[src/rtl/core/aiou_pkg.sv]
package aiou_pkg;

   localparam int AXES       = 3;
   localparam int COORD_W    = 16;
   localparam int FIELDS     = 4 * AXES;
   localparam int REQ_W      = FIELDS * COORD_W;
   localparam int PROD_W     = 2 * COORD_W;
   localparam int VOL_W      = 3 * COORD_W;
   localparam int UNI_W      = VOL_W + 1;
   localparam int IOU_W      = 17;
   localparam int DIV_STAGES = IOU_W;
   localparam int RES_W      = IOU_W + 2;
   localparam int RSP_W      = ((RES_W + 7) / 8) * 8;
   localparam int FIFO_DEPTH = 32;
   localparam int FIFO_AW    = $clog2(FIFO_DEPTH);
   localparam int CREDIT_W   = $clog2(FIFO_DEPTH + 1);

   // field slots inside req_tdata
   localparam int A_CENTER = 0;
   localparam int A_SIZE   = AXES;
   localparam int B_CENTER = 2 * AXES;
   localparam int B_SIZE   = 3 * AXES;

   typedef struct packed {
      logic                            strict;
      logic                            both_valid;
      logic [AXES-1:0][COORD_W-1:0]    ov;
      logic [AXES-1:0][COORD_W-1:0]    sa;
      logic [AXES-1:0][COORD_W-1:0]    sb;
   } ovl_type;

   typedef struct packed {
      logic               strict;
      logic               both_valid;
      logic [VOL_W-1:0]   inter;
      logic [UNI_W-1:0]   uni;
   } vol_type;

   typedef struct packed {
      logic               both_valid;
      logic               overlap;
      logic [IOU_W-1:0]   iou;
   } result_type;

endpackage

[src/rtl/core/aiou_divider.sv]
module aiou_divider (
   input  logic                   clock,
   input  logic                   reset,
   input  logic                   in_valid,
   input  aiou_pkg::vol_type      in_vol,
   output logic                   out_valid,
   output aiou_pkg::result_type   out_res
);

   typedef struct packed {
      logic                         strict;
      logic                         both_valid;
      logic [aiou_pkg::UNI_W-1:0]   rem;
      logic [aiou_pkg::UNI_W-1:0]   uni;
      logic [aiou_pkg::IOU_W-1:0]   quo;
   } div_type;

   logic    [aiou_pkg::DIV_STAGES-1:0] valid_ff;
   div_type [aiou_pkg::DIV_STAGES-1:0] div_ff;
   div_type [aiou_pkg::DIV_STAGES-1:0] div_in;

   for (genvar s = 0; s < aiou_pkg::DIV_STAGES; s++) begin : g_stage
      div_type                    cur;
      logic                       cur_valid;
      logic [aiou_pkg::UNI_W:0]   trial;
      logic [aiou_pkg::UNI_W:0]   diff;

      if (s == 0) begin : g_first
         assign cur = {in_vol.strict, in_vol.both_valid, aiou_pkg::UNI_W'(in_vol.inter),
                       in_vol.uni, {aiou_pkg::IOU_W{1'b0}}};
         assign cur_valid = in_valid;
         assign trial = {1'b0, cur.rem};
      end else begin : g_next
         assign cur = div_ff[s-1];
         assign cur_valid = valid_ff[s-1];
         // shift remainder for the next quotient bit
         assign trial = {cur.rem, 1'b0};
      end

      always_comb begin
         div_in[s] = cur;
         diff = trial - {1'b0, cur.uni};
         if (!diff[aiou_pkg::UNI_W]) begin
            div_in[s].rem = diff[aiou_pkg::UNI_W-1:0];
            div_in[s].quo[aiou_pkg::DIV_STAGES-1-s] = 1'b1;
         end else begin
            div_in[s].rem = trial[aiou_pkg::UNI_W-1:0];
         end
      end

      always_ff @(posedge clock) begin
         if (reset) begin
            valid_ff[s] <= 1'b0;
         end else begin
            valid_ff[s] <= cur_valid;
         end
      end

      always_ff @(posedge clock) begin
         div_ff[s] <= div_in[s];
      end
   end

   always_comb begin
      out_res.both_valid = div_ff[aiou_pkg::DIV_STAGES-1].both_valid;
      out_res.overlap    = div_ff[aiou_pkg::DIV_STAGES-1].strict;
      out_res.iou        = div_ff[aiou_pkg::DIV_STAGES-1].both_valid
                         ? div_ff[aiou_pkg::DIV_STAGES-1].quo : '0;
   end

   assign out_valid = valid_ff[aiou_pkg::DIV_STAGES-1];

endmodule

[config.mk]
export PLATFORM = sky130hd
export DESIGN_NAME = aiou_divider
export DESIGN_NICKNAME = d
export VERILOG_FILES = /design/src/rtl/core/aiou_pkg.sv /design/src/rtl/core/aiou_divider.sv
export SDC_FILE = /design/constraint.sdc
export NUM_CORES = 2
export LEC_CHECK = 0
export BUFFER_PORTS_ARGS = -buffer_cell sky130_fd_sc_hd__buf_2
export CAP_MARGIN = 30
export CORE_UTILIZATION = 45
export CTS_CLUSTER_SIZE = 14
export DETAILED_ROUTE_END_ITERATION = 12
export GPL_TIMING_DRIVEN = 0
export SETUP_SLACK_MARGIN = 0.2
export SYNTH_ARGS = -nofsm -noshare
export SYNTH_HDL_FRONTEND = slang
export SYNTH_SLANG_ARGS = --single-unit
[constraint.sdc]
create_clock -name clock -period 5.9 [get_ports clock]
set_input_delay 1.18 -clock clock [delete_from_list [all_inputs] [get_ports clock]]
set_output_delay 1.18 -clock clock [all_outputs]
set_load 0.02 [all_outputs]
==> metrics.csv <==
metric,value,unit
I/O Buffers,121,
core area,197600,um^2
Clk Tree Root Cell,clkbuf_16,
post-DP HPWL,189.1,mm
Max-slew headroom,28.86,%
skew final,0.01921,ns
count of cell types in the netlist,90,
WL met3,6.208,mm
Synth Register Bits,1772,
Multi-input gate area,49160,um^2
"Max stage delay cell, worst path",o311ai_1,
async set-or-reset flop fraction in the synthesized netlist,0,%
DR iter-0 viols,3114,
Initial Util,45.37,%
CTS tree,built,
final core occ,50.96,%
Tcrit/Tclk final,96.93,%
Final Hold Viols,0,
"Top FF cell, synth",dfxtp_1,
Final nets,11190,
Gate Count Post-Synth,9912,
chip height,448.4,um
DR pass1 iterations,5,
vias per cell,5.237,
via count,68380,
Max-Cap Viols,0,
"Seq/Total Area, Yosys",39.56,%
routed wire length,232.1,mm
DR WL/cell,17.77,um
Max Clock Freq,174.9,MHz
maximum fanout along the worst path,10,
final instance area,100700,um^2
die footprint,201100,um^2
wl on met1,86.61,mm
Cell Rows,163,
hold crit path type,flip-flop to flip-flop,
antenna diode count,0,
leakage power,0.04769,uW
share of cells above drive strength 1,9.447,%
RD Place Congestion,0.9866,
pwr/cell area,664.3,nW/um^2
maximum clock path buffer count,3,
"antenna viol nets, final",0,
pin count of the biggest net entering global routing,17,
CP cell instances,buf_2 -> inv_1 -> ha_1 -> nor2b_1 -> o21a_1 -> o21ai_1 -> a31oi_1 -> a21oi_1 -> o41ai_2 -> o221a_2 -> o311ai_1 -> nor2b_1 -> o32a_1 -> clkbuf_1 -> buf_2 -> mux2_2,
# IOs,122,
Post-Syn Nets,10850,
final setup fails,0,
Max Used Layer,met4,
crit path DAT,6.45,ns
Clock Sinks,1772,
antenna violations before repair,1,
Syn Area/Cell,9.047,um^2
Num CTS Buffers,193,
DRC Markers,0,
Post-synth EDFFs,0,
crit path kind,primary input to flip-flop,
DP Area,93900,um^2
Filler Cell Count,18280,
GRT Resource Usage Total,22.90,%
Startpoint Class,primary input,
"Slew Viols, Final",0,
RSZ-0062 raised after global routing,no,
"Area growth, synth to finish",12.30,%
first-pass GRT wire length,366.8,mm
Die Wd,448.4,um
"Req. time, crit path",6.63,ns
Post-Syn Area,89670,um^2
vias in the first global route,71140,
Syn. warnings,0,
maximum vdd drop,0.3971,mV
status,"complete, no violations",
Hold Slack,0.3175,ns
Reg area,35470,um^2
gr ovfl total,0,
Worst Setup End Kind,flip-flop,
clk slew on worst S/H paths,0.06,ns
Max H-tree Level,4,
CP peak stage delay,0.66,ns
worst-margin pin slew,1.056,ns
met2 wire length,121.0,mm
clock insertion delay at the later pin of the skew report,0.84,ns
minimum clock period,5.719,ns
## worst paths after layout
check        slack (ns)                       to            startpoint  cells past startpoint
min reg2reg        0.32     div_ff[1183]$_DFF_P_  div_ff[1066]$_DFF_P_                      0
max reg2reg        0.52  div_ff[1587]$_SDFF_PP0_  div_ff[1441]$_DFF_P_                     16
max                0.18       div_ff[82]$_DFF_P_             in_vol[1]                     16
min                0.32     div_ff[1183]$_DFF_P_  div_ff[1066]$_DFF_P_                      0
## synth_stat cells, types with 144 or more instances
library cell / count / area [um^2]
dfxtp_1: 1772 / 35470
clkbuf_1: 226 / 848.3
xnor2_1: 424 / 3714
nor2_1: 416 / 1562
nand2_1: 770 / 2890
ha_1: 816 / 10210
mux2_2: 351 / 3953
o21ai_0: 659 / 3298
a21o_1: 523 / 3926
nand4_1: 144 / 900.9
inv_1: 1034 / 3881
xor2_1: 279 / 2444
a21oi_1: 797 / 3989
nand3_1: 144 / 720.7
## metrics by stage
stage | setup WS, ns | power, uW | cells | TNS (ns)
floorplan | 1.374 | 44380 | 9912 | 0
global placement | -0.8407 | 53810 | 12670 | -39.99
detailed placement | -0.6332 | 54440 | 12700 | -16.31
CTS | 0.08006 | 67410 | 13060 | 0
global route | 0.2021 | 71950 | 13060 | 0
finish | 0.1809 | 66890 | 13060 | 0
## critical path: cells and delay by family
family                   cells  cell delay, ns
AO/OA/AOI/OAI                8            2.76
buffers and inverters        4            1.26
AND/OR/NAND/NOR              2            0.53
multiplexers                 1            0.38
adder cells (fa/ha/maj)      1            0.30
## per-layer routing
layer,global-route usage (%),vias to the layer above
li1,-,35100
met1,21.94,31280
met2,44.42,1346
met3,2.866,648
met4,16.75,0
met5,0,-
## report_power, final
part	total (uW)	switching (uW)	internal (uW)	leakage [uW]
Clock	12500	4860	7680	0.00330
Sequential	17800	1860	15900	0.0149
Combinational	36600	20800	15800	0.0295
## state kept, by name, summed over array words and instances, names as in the netlist
register and count:
out_res 2, div_ff 1753, out_valid 1, g_stage.cur_valid 16
## layout make-up
class,instances,share of cell area [%]
Buffer,292,1.199
Clock buffer,266,5.447
Clock inverter,90,1.252
Inverter,1035,3.858
Multi-Input combinational cell,6812,48.82
Sequential cell,1772,35.23
Tap cell,2640,3.280
Timing Repair Buffer,149,0.9132
## what timing repair did
item                                    CTS  global route
endpoints found under the setup margin   33            66
buffers inserted                          0             0
resized for setup                         5             8
hold buffers                              0             0
## cells in the final DEF, fill, tap and decap left out, types with 277 or more instances in the layout
cell     count
inv_1     1034
dfxtp_1   1772
a21o_1     523
nor2_1     416
mux2_2     351
xor2_1     277
xnor2_1    423
o21ai_0    658
ha_1       816
a21oi_1    797
nand2_1    770
## cells by family (layout without fill, tap and decap cells)
group	Yosys count	after routing	synth area share, %
AOI/OAI and AO/OA	2723	2723	19.07
buffers and inverters	1328	1832	5.678
xor gates and xnor gates	704	704	6.897
DFF	1772	1772	39.56
and+or+nand+nor	2088	2088	11.08
adders and majority gates	832	832	11.74
muxes	465	465	5.969
Power figures use the tool's default switching activity.
