`src/rtl/core/aiou_pkg.sv`:
```
package aiou_pkg;

   localparam int AXES       = 3;
   localparam int COORD_W    = 16;
   localparam int FIELDS     = 4 * AXES;
   localparam int REQ_W      = FIELDS * COORD_W;
   localparam int PROD_W     = 2 * COORD_W;
   localparam int VOL_W      = 3 * COORD_W;
   localparam int UNI_W      = VOL_W + 1;
   localparam int IOU_W      = 17;
   localparam int DIV_STAGES = IOU_W;
   localparam int RES_W      = IOU_W + 2;
   localparam int RSP_W      = ((RES_W + 7) / 8) * 8;
   localparam int FIFO_DEPTH = 32;
   localparam int FIFO_AW    = $clog2(FIFO_DEPTH);
   localparam int CREDIT_W   = $clog2(FIFO_DEPTH + 1);

   // field slots inside req_tdata
   localparam int A_CENTER = 0;
   localparam int A_SIZE   = AXES;
   localparam int B_CENTER = 2 * AXES;
   localparam int B_SIZE   = 3 * AXES;

   typedef struct packed {
      logic                            strict;
      logic                            both_valid;
      logic [AXES-1:0][COORD_W-1:0]    ov;
      logic [AXES-1:0][COORD_W-1:0]    sa;
      logic [AXES-1:0][COORD_W-1:0]    sb;
   } ovl_type;

   typedef struct packed {
      logic               strict;
      logic               both_valid;
      logic [VOL_W-1:0]   inter;
      logic [UNI_W-1:0]   uni;
   } vol_type;

   typedef struct packed {
      logic               both_valid;
      logic               overlap;
      logic [IOU_W-1:0]   iou;
   } result_type;

endpackage

```
`src/rtl/core/aiou_overlap.sv`:
```
module aiou_overlap (
   input  logic                        clock,
   input  logic                        reset,
   input  logic                        in_valid,
   input  logic [aiou_pkg::REQ_W-1:0]  in_data,
   output logic                        out_valid,
   output aiou_pkg::ovl_type           out_ovl
);

   logic [aiou_pkg::AXES-1:0][aiou_pkg::COORD_W-1:0] ac, as, bc, bs;
   logic [aiou_pkg::AXES-1:0][aiou_pkg::COORD_W+1:0] alo, ahi, blo, bhi, lo, hi;
   logic [aiou_pkg::AXES-1:0][aiou_pkg::COORD_W+2:0] dif;
   logic [aiou_pkg::AXES-1:0]                        ax_pos, a_pos, b_pos;
   aiou_pkg::ovl_type                                ovl_in, ovl_ff;
   logic                                             valid_ff;

   always_comb begin
      ovl_in = '0;
      for (int k = 0; k < aiou_pkg::AXES; k++) begin
         ac[k] = in_data[aiou_pkg::COORD_W*(aiou_pkg::A_CENTER+k) +: aiou_pkg::COORD_W];
         as[k] = in_data[aiou_pkg::COORD_W*(aiou_pkg::A_SIZE+k)   +: aiou_pkg::COORD_W];
         bc[k] = in_data[aiou_pkg::COORD_W*(aiou_pkg::B_CENTER+k) +: aiou_pkg::COORD_W];
         bs[k] = in_data[aiou_pkg::COORD_W*(aiou_pkg::B_SIZE+k)   +: aiou_pkg::COORD_W];
         alo[k] = {ac[k][aiou_pkg::COORD_W-1], ac[k], 1'b0}
                - {{2{as[k][aiou_pkg::COORD_W-1]}}, as[k]};
         ahi[k] = {ac[k][aiou_pkg::COORD_W-1], ac[k], 1'b0}
                + {{2{as[k][aiou_pkg::COORD_W-1]}}, as[k]};
         blo[k] = {bc[k][aiou_pkg::COORD_W-1], bc[k], 1'b0}
                - {{2{bs[k][aiou_pkg::COORD_W-1]}}, bs[k]};
         bhi[k] = {bc[k][aiou_pkg::COORD_W-1], bc[k], 1'b0}
                + {{2{bs[k][aiou_pkg::COORD_W-1]}}, bs[k]};
         lo[k] = ($signed(alo[k]) > $signed(blo[k])) ? alo[k] : blo[k];
         hi[k] = ($signed(ahi[k]) < $signed(bhi[k])) ? ahi[k] : bhi[k];
         dif[k] = {hi[k][aiou_pkg::COORD_W+1], hi[k]} - {lo[k][aiou_pkg::COORD_W+1], lo[k]};
         ax_pos[k] = !dif[k][aiou_pkg::COORD_W+2] && (dif[k] != '0);
         a_pos[k]  = !as[k][aiou_pkg::COORD_W-1] && (as[k] != '0);
         b_pos[k]  = !bs[k][aiou_pkg::COORD_W-1] && (bs[k] != '0);
         // clamp non-positive overlap at zero
         ovl_in.ov[k] = ax_pos[k] ? dif[k][aiou_pkg::COORD_W-1:0] : '0;
         ovl_in.sa[k] = {as[k][aiou_pkg::COORD_W-2:0], 1'b0};
         ovl_in.sb[k] = {bs[k][aiou_pkg::COORD_W-2:0], 1'b0};
      end
      ovl_in.both_valid = (&a_pos) & (&b_pos);
      ovl_in.strict     = ovl_in.both_valid & (&ax_pos);
   end

   always_ff @(posedge clock) begin
      if (reset) begin
         valid_ff <= 1'b0;
      end else begin
         valid_ff <= in_valid;
      end
   end

   always_ff @(posedge clock) begin
      ovl_ff <= ovl_in;
   end

   assign out_valid = valid_ff;
   assign out_ovl   = ovl_ff;

endmodule

```
`config.mk`:
```
export PLATFORM = sky130hd
export DESIGN_NAME = aiou_overlap
export DESIGN_NICKNAME = d
export VERILOG_FILES = /design/src/rtl/core/aiou_pkg.sv /design/src/rtl/core/aiou_overlap.sv
export SDC_FILE = /design/constraint.sdc
export NUM_CORES = 1
export LEC_CHECK = 0
export BUFFER_PORTS_ARGS = -buffer_cell sky130_fd_sc_hd__buf_2
export CORE_AREA = 2 2 244 246
export DETAILED_ROUTE_END_ITERATION = 12
export DIE_AREA = 0 0 246 248
export HOLD_SLACK_MARGIN = 0.15
export PLACE_DENSITY = 0.61
export SYNTH_ARGS = -nofsm -noshare
export SYNTH_HDL_FRONTEND = slang
export SYNTH_SLANG_ARGS = --single-unit
```
`constraint.sdc`:
```
create_clock -name clock -period 9.7 [get_ports clock]
set_input_delay 0.485 -clock clock [delete_from_list [all_inputs] [get_ports clock]]
set_output_delay 0.485 -clock clock [all_outputs]
set_load 0.01 [all_outputs]
```
==> metrics.cfg, run 1 <==
[run_status]
status=complete, no violations

[drt]
initialDrtViolationCount=1155
routed_via_density=4.99
vias=17579
drt_wl_total_mm=58.3
wl_per_cell_um=16.6
ant_nets=0
firstDrtPassIters=5
drc=0

[clock_tree]
clock_path_buffers=2
cts.sinks=141
cts_tree=built
cts_root_buf=clkbuf_16
htree_levels=4
clk_pin_slew_ps=70
numCtsBuffers=17

[floorplan]
core_area_mm2=0.0585
dieArea_mm2=0.0610
pin_count=342
die_h_um=248
die_x_um=246
rows=89
start_util=0.315

[synthesis]
synth_top_area_frac=0.237
ys_seq_area_frac=0.153
synth_ff_type=dfxtp_1
synth.area.top_cells=ha_1 (24%), dfxtp_1 (15%), xnor2_1 (6.8%), inv_1 (6.0%), a21oi_1 (5.0%)
synthCells=2358
ys_async_sr_fraction=0
synth.distinct_cells=73
yosys_warnings=0
synth-edff-count=0
ys_seq_elements=141
syn_avg_cell_area_um2=7.82
synth_area_mm2=0.0184
synth_largest_area_cell=ha_1

[sta]
hold_violations=0
setup_tns_ps=0
slew_violations=0
worstMarginPinSlew_ps=763
post-route-min-period_ps=8880
rsz0062_at_grt=no
max_freq_mhz=113
setup-violations-final=0
finalCritPeriodShare=0.915
max_slew_margin=0.485

[layout]
final_cell_mix=ha_1 (349), buf_2 (335), inv_1 (296)
final_cells=3523
nets=3290
area_growth_pct=20.9
drive_gt1_frac=0.147
layout_commonest_cell=ha_1

[global_route]
grt_usage=0.188
grt_antenna_before_repair=11
grt_overflow_total=0
grt_pass1_vias=16585
grt_pass1_wl_mm=89.2
grt_max_degree=25

[setup_path]
worstPathRequired_ps=10040
arrival_ps=9220
crit_top_cell=a21oi_1
cp-start-kind=input port
slowest_stage=o211ai_2
path_class=input port to flop
slowest_delay_ps=590
end_kind=flop
cp_max_fo=22

[placed_design]
gp_congestion=0.934
dp_hpwl_mm=48.9
io_buffers=335
dp_cells=3406

[worst_hold_path]
hold_path.class=input port to flop

[pwr]
p_total_mw=5.34
vdd_drop_max_uv=153
p_leak_nw=11.2
powerDensity_mw_per_mm2=239

[run]
cap_violations=0

==> flip-flops by register name, summed over array words and instances, names as in the netlist <==
name and flops:
out_ovl 140, out_valid 1
==> cells in the mapped netlist (all sizes together), types with 6 or more instances <==
cell / count
a2111oi: 6
a211o: 6
a211oi: 17
a21o: 57
a21oi: 183
a221o: 16
a221oi: 16
a31oi: 15
and2: 11
and3: 10
buf: 21
clkbuf: 52
dfxtp: 141
fa: 15
ha: 349
inv: 296
mux2i: 80
nand2: 88
nand2b: 36
nand3: 35
nand4: 29
nand4b: 6
nor2: 215
nor2b: 60
nor3: 58
nor4: 27
o2111ai: 6
o211ai: 8
o21a: 36
o21ai: 96
o21bai: 31
o22ai: 10
o31a: 12
o31ai: 14
o41a: 6
o41ai: 8
or2: 7
or3: 10
xnor2: 144
xor2: 56
==> through the flow <==
stage | worst slack (ps) | area (um^2) | utilization | hold slack (ps)
after global routing | 114 | 22300 | 0.381 | 163
after global placement | 882 | 20800 | 0.357 | 632
after detailed placement | 818 | 20800 | 0.357 | 633
after floorplan | 2230 | 18500 | - | 513
final | 820 | 22300 | 0.381 | 188
after CTS | 775 | 22300 | 0.381 | 150
==> critical path, delay by kind of cell <==
kind	cells	cell delay (ps)
xor gates and xnor gates	2	510
buffers and inverters	4	780
adders and majority gates	4	1310
AOI/OAI and AO/OA	16	4410
and+or+nand+nor	8	1700
==> metal layers <==
metal / up-vias / global-route usage / share of wire
met2: 444 / 0.313 / 0.46
met5: - / 0 / 0.0010
met4: 10 / 0.0791 / 0.031
met1: 8030 / 0.235 / 0.45
li1: 9013 / - / -
met3: 82 / 0.0407 / 0.052
==> cells by family after synthesis <==
| group | count (synthesis) | share of synthesized area |
|---|---|---|
| AO/OA/AOI/OAI | 588 | 0.212 |
| XOR/XNOR | 200 | 0.0954 |
| adder cells (fa/ha/maj) | 366 | 0.254 |
| buffers and inverters | 369 | 0.0775 |
| flip-flops | 141 | 0.153 |
| multiplexers | 84 | 0.0459 |
| other | 1 | 0.000203 |
| AND/OR/NAND/NOR | 609 | 0.162 |
==> path summary, 6_finish.rpt <==
| kind | from | endpoint | cells past startpoint |
|---|---|---|---|
| worst max-delay path | in_data[166] | out_ovl[125] | 34 |
| worst min-delay path | in_data[189] | out_ovl[46] | 1 |
==> power breakdown <==
group / total, mW / leakage [nW] / switching, mW / internal (mW)
Sequential: 0.764 / 1.19 / 0.0401 / 0.724
Combinational: 3.83 / 9.68 / 2.25 / 1.58
Clock: 0.737 / 0.310 / 0.324 / 0.413
==> area by class of cell <==
class	instances	area, um^2
Fill cell	6072	36200
Antenna cell	6	15.0
Timing Repair Buffer	422	2530
Sequential cell	141	2820
Multi-Input combinational cell	1853	14200
Inverter	296	1110
Clock buffer	17	425
Clock inverter	15	200
Tap cell	773	967
==> timing repair <==
action                                  in CTS  in global routing
endpoints found under the setup margin       0                 17
hold buffers                                79                  0
buffers inserted                             0                  0
gates resized for setup                      0                  1
hold endpoints to repair                    79                  0
Power figures use the tool's default switching activity.
==> run 2: changes to the inputs <==
BUFFER_PORTS_ARGS = -buffer_cell sky130_fd_sc_hd__buf_4   (was -buffer_cell sky130_fd_sc_hd__buf_2)
==> run 2 against run 1 <==
  * Worst setup slack worse by 15 ps
  * Flip-flop and latch count unchanged
  * Critical endpoint is now out_ovl[126]
  * Final area up 4.3%
  * Largest cell class unchanged
  * First-iteration DRC count down 3.2%
  * Clock power down 3.1%
  * Highest routed layer unchanged
  * Maximum frequency down 0.17%
  * Cell count up 0.31%
==> metrics.cfg, run 2 (synthesis results as in run 1) <==
[setup_path]
slowest_delay_ps=600
path_buf_inv=4
cp_max_fo=22
worstPathRequired_ps=10050
arrival_ps=9250
path_delay_family=compound AO/OA/AOI/OAI gates
cp-start-kind=input port
slowest_stage=o211ai_2
end_kind=flop
path_class=input port to flop

[layout]
area_growth_pct=26.0
drive_gt1_frac=0.147
multi_input_area_mm2=0.0142
final_cells=3534
largest_reg_flops=140
layout_commonest_cell=ha_1
nets=3304
fill_cells=5983
final_cell_mix=ha_1 (349), buf_4 (345), inv_1 (296)
seq_area_mm2=0.00282

[sta]
max_freq_mhz=112
hold_violations=0
post-route-min-period_ps=8900
setup_tns_ps=0
rsz0062_at_grt=no
worstMarginPinSlew_ps=797
finalCritPeriodShare=0.917
setup-violations-final=0
slew_violations=0
max_slew_margin=0.462

[floorplan]
die_x_um=246
start_util=0.315
rows=89
core_area_mm2=0.0585
die_h_um=248
pin_count=342
dieArea_mm2=0.0610

[worst_hold_path]
hold_path.class=input port to flop

[drt]
initialDrtViolationCount=1118
vias=17562
wl_per_cell_um=16.8
firstDrtPassIters=6
ant_nets=0
drt_wl_total_mm=59.3
routed_via_density=4.97
drc=0

[placed_design]
io_buffers=335
dp_cells=3408
gp_congestion=0.910
dp_hpwl_mm=49.7

[pwr]
vdd_drop_max_uv=148
p_leak_nw=11.5
powerDensity_mw_per_mm2=232

[global_route]
grt_antenna_before_repair=4
grtUsageMet2=0.316
grt_usage=0.191
grt_pass1_vias=16679
top_usage_layer=met2
grt_use_met3=0.0404
grt_max_degree=24
grt_pass1_wl_mm=90.1
use_met1=0.238
grt_overflow_total=0

[run_status]
status=complete, no violations

[clock_tree]
cts.sinks=141
cts_root_buf=clkbuf_16
clk_pin_slew_ps=70
numCtsBuffers=17
clock_path_buffers=2
htree_levels=4
cts_tree=built
post_cts_buffers=0

[run]
cap_violations=0

run 2: changes by cell type in the layout (fill, tap and decap cells not counted):
cell and delta:
buf_2 -335, buf_4 +337, bufinv_16 -1, clkbuf_8 +1, clkinv_2 -1, clkinv_4 +1, clkinvlp_4 +1, diode_2 -3
dlygate4sd3_1 +12, inv_6 -2, inv_8 +1
run 2: final timing paths:
| kind | endpoint | startpoint | slack, ps | cells after the start |
|---|---|---|---|---|
| setup / recovery | out_ovl[126] | in_data[166] | 800 | 34 |
| hold / removal | out_valid | in_valid | 200 | 2 |
run 2: layer usage:
layer	part of all wire	vias to the layer above	routed length, um
met1	0.45	8008	26600
met3	0.053	95	3140
met2	0.46	430	27500
met5	0.00019	-	11
met4	0.036	2	2110
li1	-	9027	-
run 2: cell type report:
cell class | instances | area share
antenna | 3 | 0.000323
clock buffer | 18 | 0.0189
clock inverter | 14 | 0.00754
inverter | 296 | 0.0478
multi-input combinational | 1853 | 0.612
sequential | 141 | 0.121
tap | 773 | 0.0416
timing repair buffer | 436 | 0.151
run 2: report_power, final:
part / leakage (nW) / internal [mW] / switching [mW]
Clock: 0.300 / 0.395 / 0.319
Combinational: 10.0 / 1.67 / 2.25
Sequential: 1.19 / 0.725 / 0.0431
run 2: timing repair:
item / 4_1_cts / 5_1_grt
setup endpoints to repair: 0 / 15
resized for setup: 0 / 1
hold buffers: 91 / 0
hold endpoints to repair: 91 / 0
run 2: metrics by stage:
step                       util  hold WS, ps  instance area (um^2)  total power [mW]  setup WS (ps)
after global placement    0.371          617                 21700              4.63            851
after CTS                 0.397          150                 23200              5.42            712
after global routing      0.397          178                 23200              5.89            205
after floorplan               -          513                 18500              3.55           2230
after detailed placement  0.371          619                 21700              4.63            734
final                     0.397          202                 23200              5.40            804
