==> src/rtl/core/aiou_pkg.sv <==
package aiou_pkg;

   localparam int AXES       = 3;
   localparam int COORD_W    = 16;
   localparam int FIELDS     = 4 * AXES;
   localparam int REQ_W      = FIELDS * COORD_W;
   localparam int PROD_W     = 2 * COORD_W;
   localparam int VOL_W      = 3 * COORD_W;
   localparam int UNI_W      = VOL_W + 1;
   localparam int IOU_W      = 17;
   localparam int DIV_STAGES = IOU_W;
   localparam int RES_W      = IOU_W + 2;
   localparam int RSP_W      = ((RES_W + 7) / 8) * 8;
   localparam int FIFO_DEPTH = 32;
   localparam int FIFO_AW    = $clog2(FIFO_DEPTH);
   localparam int CREDIT_W   = $clog2(FIFO_DEPTH + 1);

   // field slots inside req_tdata
   localparam int A_CENTER = 0;
   localparam int A_SIZE   = AXES;
   localparam int B_CENTER = 2 * AXES;
   localparam int B_SIZE   = 3 * AXES;

   typedef struct packed {
      logic                            strict;
      logic                            both_valid;
      logic [AXES-1:0][COORD_W-1:0]    ov;
      logic [AXES-1:0][COORD_W-1:0]    sa;
      logic [AXES-1:0][COORD_W-1:0]    sb;
   } ovl_type;

   typedef struct packed {
      logic               strict;
      logic               both_valid;
      logic [VOL_W-1:0]   inter;
      logic [UNI_W-1:0]   uni;
   } vol_type;

   typedef struct packed {
      logic               both_valid;
      logic               overlap;
      logic [IOU_W-1:0]   iou;
   } result_type;

endpackage

==> src/rtl/core/aiou_rsp_buffer.sv <==
module aiou_rsp_buffer (
   input  logic                   clock,
   input  logic                   reset,
   input  logic                   req_accept,
   input  logic                   in_valid,
   input  aiou_pkg::result_type   in_res,
   output logic                   req_ready,
   output logic                   rsp_valid,
   input  logic                   rsp_ready,
   output aiou_pkg::result_type   rsp_res
);

   aiou_pkg::result_type            mem_ff [aiou_pkg::FIFO_DEPTH];
   aiou_pkg::result_type            out_ff;
   logic                            out_valid_ff, out_valid_in;
   logic [aiou_pkg::FIFO_AW-1:0]    wr_ptr_ff, wr_ptr_in;
   logic [aiou_pkg::FIFO_AW-1:0]    rd_ptr_ff, rd_ptr_in;
   logic [aiou_pkg::CREDIT_W-1:0]   fill_ff, fill_in;
   logic [aiou_pkg::CREDIT_W-1:0]   credit_ff, credit_in;
   logic                            pop;
   logic                            load;
   logic                            mem_empty;
   logic                            mem_wr;
   logic                            mem_rd;

   assign mem_empty = (fill_ff == '0);
   assign rsp_valid = out_valid_ff;
   assign pop       = out_valid_ff && rsp_ready;
   assign load      = !out_valid_ff || pop;
   // refill the output register from the buffer, or straight from the pipeline when empty
   assign mem_rd    = load && !mem_empty;
   assign mem_wr    = in_valid && !(load && mem_empty);
   assign rsp_res   = out_ff;
   // hold back requests once every buffer slot is spoken for
   assign req_ready = (credit_ff != aiou_pkg::CREDIT_W'(aiou_pkg::FIFO_DEPTH));

   always_comb begin
      wr_ptr_in    = wr_ptr_ff + aiou_pkg::FIFO_AW'(mem_wr);
      rd_ptr_in    = rd_ptr_ff + aiou_pkg::FIFO_AW'(mem_rd);
      fill_in      = fill_ff + aiou_pkg::CREDIT_W'(mem_wr) - aiou_pkg::CREDIT_W'(mem_rd);
      credit_in    = credit_ff + aiou_pkg::CREDIT_W'(req_accept) - aiou_pkg::CREDIT_W'(pop);
      out_valid_in = load ? (!mem_empty || in_valid) : 1'b1;
   end

   always_ff @(posedge clock) begin
      if (reset) begin
         wr_ptr_ff    <= '0;
         rd_ptr_ff    <= '0;
         fill_ff      <= '0;
         credit_ff    <= '0;
         out_valid_ff <= 1'b0;
      end else begin
         wr_ptr_ff    <= wr_ptr_in;
         rd_ptr_ff    <= rd_ptr_in;
         fill_ff      <= fill_in;
         credit_ff    <= credit_in;
         out_valid_ff <= out_valid_in;
      end
   end

   always_ff @(posedge clock) begin
      if (mem_wr) begin
         mem_ff[wr_ptr_ff] <= in_res;
      end
   end

   always_ff @(posedge clock) begin
      if (mem_rd) begin
         out_ff <= mem_ff[rd_ptr_ff];
      end else if (load && in_valid) begin
         out_ff <= in_res;
      end
   end

endmodule

==> config.mk <==
export PLATFORM = sky130hd
export DESIGN_NAME = aiou_rsp_buffer
export DESIGN_NICKNAME = d
export VERILOG_FILES = /design/src/rtl/core/aiou_pkg.sv /design/src/rtl/core/aiou_rsp_buffer.sv
export SDC_FILE = /design/constraint.sdc
export NUM_CORES = 1
export LEC_CHECK = 0
export ABC_AREA = 1
export BUFFER_PORTS_ARGS = -buffer_cell sky130_fd_sc_hd__clkbuf_2
export CORE_UTILIZATION = 41
export DETAILED_ROUTE_END_ITERATION = 7
export RECOVER_POWER = 100
export SLEW_MARGIN = 20
export SYNTH_ARGS = -nofsm -noshare
export SYNTH_HDL_FRONTEND = slang
export SYNTH_SLANG_ARGS = --single-unit
==> constraint.sdc <==
create_clock -name clock -period 2.4 [get_ports clock]
set_clock_uncertainty 0.05 [all_clocks]
set_input_delay 0.36 -clock clock [delete_from_list [all_inputs] [get_ports clock]]
set_output_delay 0.36 -clock clock [all_outputs]
set_load 0.1 [all_outputs]
==> results_dict.tcl, run 1 <==
set metrics [dict create \
    hold_buffers 0 \
    dr.first_iter.drc_count 2071 \
    drv_slew 498 \
    path_clk_slew_ps 60 \
    io_buffers 44 \
    rr_startpoint "fill_ff[2]$_SDFF_PP0_" \
    crit_slowest_cell "dfxtp_2" \
    postRouteAntennaNets 0 \
    ys_top_cells_by_area "edfxtp_1 (68%), nand2_1 (12%), nand3_1 (6.7%)" \
    insertion_delay_ps 610 \
    syn_to_final_growth_pct 18.0 \
    rsz0062_at_grt "yes" \
    status "finished with violations" \
    drtPass1Iterations 5 \
    crit_cells 15 \
    dieArea_sq_mm 0.0684 \
    overflow 0 \
    ys_types 23 \
    core-area_sq_mm 0.0662 \
    path_delay_family "buffers and inverters" \
    initial_core_util_pct 41.7 \
    final_area_sq_mm 0.0326 \
    io_pins 45 \
    regToRegEndpoint "mem_ff[23][9]$_DFFE_PP_" \
    layout_commonest_cell "nand2_1" \
    cts.htree.levels 3 \
    drc 0 \
    fin_nets 2761 \
    startpoint "fill_ff[2]$_SDFF_PP0_" \
    avgRoutedWirePerCell_microns 20.6 \
    hold_path.class "primary input to flip-flop" \
    total_power_uw 35100 \
    cts.sinks 650 \
    clk_path_buf_depth 3 \
    fmax_mhz 407 \
    r2r_slack_ps -50 \
    p_per_area_mw_per_mm2 1080 \
    setup-violations-final 46 \
    max_slew_margin_pct -53.8 \
    drive_above_1_share_pct 11.8 \
    synth_area_per_cell_sq_um 10.7 \
    cts_buffers 70 \
    peakVddDrop_mv 0.852 \
    yosys_warnings 0 \
    grt_max_degree 101 \
    slowest_delay_ps 350 \
    ys_ff_latch 650 \
    critical_path.most_common_cell "buf_4" \
    violations "capacitance limit, slew limit, setup timing" \
    yosys.area.top_type "edfxtp_1" \
    seq_area_frac_synth_pct 69.8 \
    finalHoldViolCount 0 \
    startpoint_type "flip-flop" \
    syn_nets 2634 \
    max_slew.worst_pin.slew_ps 2310 \
    row_count 94 \
    cts-root-buf "clkbuf_16" \
    crit_end "mem_ff[23][9]$_DFFE_PP_" \
    p_leak_uw 0.0129 \
    cts_tree "done" \
    die_height_microns 262 \
    cp.arrival_ps 2720 \
    wirelength_microns 74900 \
    fin_ws_ps -54.2 \
    track_usage_pct 21.9 \
    crit_path_end_kind "flip-flop" \
    cap_violations 15 \
    path_class "flip-flop to flip-flop" \
    synthCells 2588 \
    hpwlAfterDp_microns 43800 \
    gp_congestion 0.871 \
    via_count 18800 \
    crit_required_ps 2670 \
    grt_pass1_vias 17900 \
    fin_crit_sh_pct 102 \
    cp_max_fo 9 \
    final_cell_mix "nand2_1 (854), edfxtp_1 (627), nand3_1 (368)" \
    crit_chain "inv_2 > ha_4 > nand2_2 > nor3_4 > inv_1 > o21ai_2 > buf_4 > buf_4 > inv_2 > nand3_1 > buf_6 > buf_4 > nor2_4 > buf_12 > clkbuf_16" \
    netlist.area_leader.share_pct 68.2 \
    synthesis.area_sq_mm 0.0276 \
    antenna_found_initial 1 \
    cp_num_buf_inv 9 \
    dieWidth_microns 262 \
    placed_area_sq_mm 0.0295 \
    finalCriticalPeriod_ps 2450 \
    viasPerCell 5.17 \
    grt_pass1_wl_microns 110000 \
    worstRegToRegCells 15 \
]
-- worst min-delay path by stage --
stage | start | to | cells after the start | slack, ps
floorplan | reset | rsp_valid$_SDFF_PP0_ | 1 | 370
CTS | req_accept | credit_ff[0]$_SDFF_PP0_ | 4 | 10
global placement | credit_ff[5]$_SDFF_PP0_ | credit_ff[5]$_SDFF_PP0_ | 2 | 470
detailed placement | rd_ptr_ff[2]$_SDFF_PP0_ | rd_ptr_ff[3]$_SDFF_PP0_ | 2 | 480
finish | req_accept | credit_ff[0]$_SDFF_PP0_ | 4 | 30
global route | req_accept | credit_ff[0]$_SDFF_PP0_ | 4 | 70
-- through the flow --
stage          instances  TNS (ps)  worst slack, ps  utilization (%)  hold slack, ps
2_1_floorplan       2588    -32550            -72.9                -             369
3_3_place_gp        3462   -160520             -509             44.5             472
3_5_place_dp        3462   -164480             -542             44.5             479
4_1_cts             3599      -103             -103             48.5            12.2
5_1_grt             3629    -13350             -209             49.2            66.7
6_report            3630     -1000            -54.2             49.2            31.8
-- final cells by class --
type                    instances  area [sq um]
diodes                          1          2.50
clock buffers                  85          1870
clock inverters                37           354
fillers                      5767         33600
inverters                     294          1120
multi-input cells            1513          6800
flip-flops and latches        650         19300
well taps                     864          1080
repair buffers                186          2070
-- metal layers --
| layer | track usage (%) | part of all wire (%) |
|---|---|---|
| met1 | 30.1 | 43 |
| met3 | 4.64 | 8.3 |
| met5 | 0 | 0 |
| met2 | 33.6 | 45 |
| met4 | 9.48 | 3.7 |
-- worst reg2reg max path: cells and delay by family (launching register included) --
kind / cells / cell delay, ps
AO/OA/AOI/OAI: 1 / 70
adder cells (fa/ha/maj): 1 / 150
buffers and inverters: 9 / 1200
flip-flops: 1 / 350
AND/OR/NAND/NOR: 4 / 340
-- kinds of logic after synthesis --
logic type / share of synthesized area (%)
adders and majority gates: 1.05
AOI/OAI and AO/OA: 1.63
xor gates and xnor gates: 0.0634
and+or+nand+nor: 20.7
buffers and inverters: 6.68
DFF: 69.8
-- power by group --
group / switching, uW / internal (uW)
clock: 4400 / 6200
combinational: 7980 / 3260
sequential: 274 / 13000
total: 12700 / 22500
-- synthesized netlist by cell type (all sizes together) --
cell    number
nor3         1
ha          20
inv        293
nand3b       1
clkinv       1
edfxtp     627
fa           2
a21oi       53
dfxtp       23
a31oi        1
nand3      368
nand4        4
o21ai       34
nand2      858
clkbuf      31
xnor2        2
o211ai       1
buf        100
nor2       168
-- flip-flops by register name (all words and copies together), names as in the netlist --
register,count
mem_ff,608
rsp_res,19
credit_ff,6
fill_ff,6
rd_ptr_ff,5
wr_ptr_ff,5
rsp_valid,1
-- repair_timing --
action                     CTS  global route
buffers inserted            16            22
gates resized for setup     42            14
pin swaps                   19            20
gates cloned                 0             8
setup endpoints to repair  609           458
(Power assumes the default switching activity.)
==> inputs of run 2 (changes only) <==
==> constraint.sdc (replaced) <==
create_clock -name clock -period 2.59 [get_ports clock]
set_clock_uncertainty 0.05 [all_clocks]
set_input_delay 0.3885 -clock clock [delete_from_list [all_inputs] [get_ports clock]]
set_output_delay 0.3885 -clock clock [all_outputs]
set_load 0.1 [all_outputs]
==> run 2 against run 1 <==
Critical path type unchanged; largest power group unchanged; highest routed layer is now met5; maximum frequency decreased by 1.5%; sequential share of layout area increased by 2.0 points; global-route usage decreased by 0.45 points; the run ends with capacitance limit, slew limit left.
==> results_dict.tcl, run 2 (synthesized netlist as in run 1, its figures left out) <==
set metrics [dict create \
    drive_above_1_share_pct 8.78 \
    fmax_mhz 401 \
    pwr-share-seq_pct 38.9 \
    startpoint_type "flip-flop" \
    status "finished with violations" \
    antenna_found_initial 1 \
    cp_max_fo 19 \
    cts_tree "done" \
    drc 0 \
    syn_to_final_growth_pct 14.2 \
    post-route-util_pct 47.6 \
    p_per_area_mw_per_mm2 1010 \
    cp.arrival_ps 2750 \
    power_frac_clock_pct 29.7 \
    grt_max_degree 110 \
    insertion_delay_ps 620 \
    cts_buffers 67 \
    hpwlAfterDp_microns 43500 \
    crit_path_end_kind "flip-flop" \
    cap_violations 19 \
    cts-root-buf "clkbuf_16" \
    setup-violations-final 0 \
    final_cell_mix "nand2_1 (856), edfxtp_1 (627), nand3_1 (368)" \
    layout_commonest_cell "nand2_1" \
    drtPass1Iterations 6 \
    dr.first_iter.drc_count 1492 \
    io_pins 45 \
    share_comb_of_total_power_pct 31.4 \
    p_int_uw 20100 \
    clk_path_buf_depth 3 \
    path_class "flip-flop to flip-flop" \
    drv_slew 646 \
    post-place-ws_ps -327 \
    path_clk_slew_ps 60 \
    fin_nets 2706 \
    antennaDiodeCount 0 \
    max_slew.worst_pin.slew_ps 2230 \
    crit_end "mem_ff[21][9]$_DFFE_PP_" \
    row_count 94 \
    die_height_microns 262 \
    peakVddDrop_mv 1.07 \
    startpoint "fill_ff[3]$_SDFF_PP0_" \
    hold_depth 3 \
    grt_pass1_vias 18000 \
    worstRegToRegCells 13 \
    switching_share_pct 36.5 \
    instances_no_fill 3574 \
    p_sw_uw 11600 \
    fin_crit_sh_pct 96.2 \
    grt_pass1_wl_microns 109000 \
    wirelength_microns 72200 \
    hold_path.startpoint "in_valid" \
    finalCriticalPeriod_ps 2490 \
    multi_input_area_sq_mm 0.00670 \
    r2r_slack_ps 100 \
    hold_path.class "primary input to flip-flop" \
    initial_core_util_pct 41.7 \
    regArea_sq_mm 0.0193 \
    total_power_uw 31700 \
    max_slew_margin_pct -48.8 \
    regToRegEndpoint "mem_ff[21][9]$_DFFE_PP_" \
    violations "capacitance limit, slew limit" \
    track_usage_pct 21.5 \
    cts.htree.levels 3 \
    placed_cells 3450 \
    largest_reg_flops 608 \
    finalHoldViolCount 0 \
    via_count 18500 \
    gp_congestion 0.899 \
    viasPerCell 5.18 \
    io_buffers 44 \
    top_register "mem_ff" \
    postRouteAntennaNets 0 \
    tns_ps 0 \
    dieArea_sq_mm 0.0684 \
    rr_startpoint "fill_ff[3]$_SDFF_PP0_" \
    cts.sinks 650 \
    p_leak_uw 0.0124 \
    dieWidth_microns 262 \
    avgRoutedWirePerCell_microns 20.2 \
    overflow 0 \
    fin_ws_ps 97.3 \
    nFillCells 6028 \
    core-area_sq_mm 0.0662 \
    crit_required_ps 2850 \
]
[run 2: area by class of cell]
class                      count  area share (%)
tap                          864            3.43
inverter                     294            3.52
clock buffer                  84            5.68
multi-input combinational   1513            21.2
sequential                   650            61.2
timing repair buffer         134            3.84
clock inverter                35            1.09
[run 2: layer usage]
| layer | part of all wire (%) | global-route usage [%] |
|---|---|---|
| met1 | 43 | 29.3 |
| met2 | 48 | 35.2 |
| met3 | 6.4 | 3.25 |
| met4 | 2.9 | 6.94 |
| met5 | 0.018 | 0 |
[run 2: how the worst min path moves through the flow]
stage,endpoint
4_1_cts,rsp_valid$_SDFF_PP0_
2_1_floorplan,rsp_valid$_SDFF_PP0_
3_5_place_dp,wr_ptr_ff[4]$_SDFF_PP0_
3_3_place_gp,wr_ptr_ff[4]$_SDFF_PP0_
6_report,rsp_valid$_SDFF_PP0_
5_1_grt,rsp_valid$_SDFF_PP0_
[run 2: metrics by stage]
| step | hold WS, ps | instance area [sq um] |
|---|---|---|
| floorplan | 398 | 27600 |
| global placement | 472 | 29400 |
| detailed placement | 489 | 29400 |
| CTS | 4.41 | 31600 |
| global route | 40.0 | 31500 |
| finish | 31.3 | 31500 |
[run 2: critical path, stage by stage, from the launching register on]
cell      delay (ps)
dfxtp_2          330
inv_2             80
ha_4             140
nand2_4           50
nor3_4           180
inv_1             90
o21ai_2          160
buf_4            170
inv_1            100
nand2_1          100
clkbuf_2         230
clkbuf_1         190
nor2_2            40
clkbuf_4         270
[run 2: what timing repair did]
| action | CTS | global route |
|---|---|---|
| resized for setup | 13 | 17 |
| hold buffers | 0 | 0 |
| pin swaps | 1 | 7 |
| setup endpoints to repair | 248 | 289 |
| setup buffers | 1 | 4 |
| gates cloned | 0 | 0 |
[run 2: power groups by stage]
stage | sequential, uW | clock, uW | combinational, uW
CTS | 12300 | 9570 | 9940
finish | 12300 | 9420 | 9970
global placement | 12500 | 0 | 9700
detailed placement | 12500 | 0 | 9880
global route | 12400 | 9940 | 11000
floorplan | 13600 | 0 | 5920
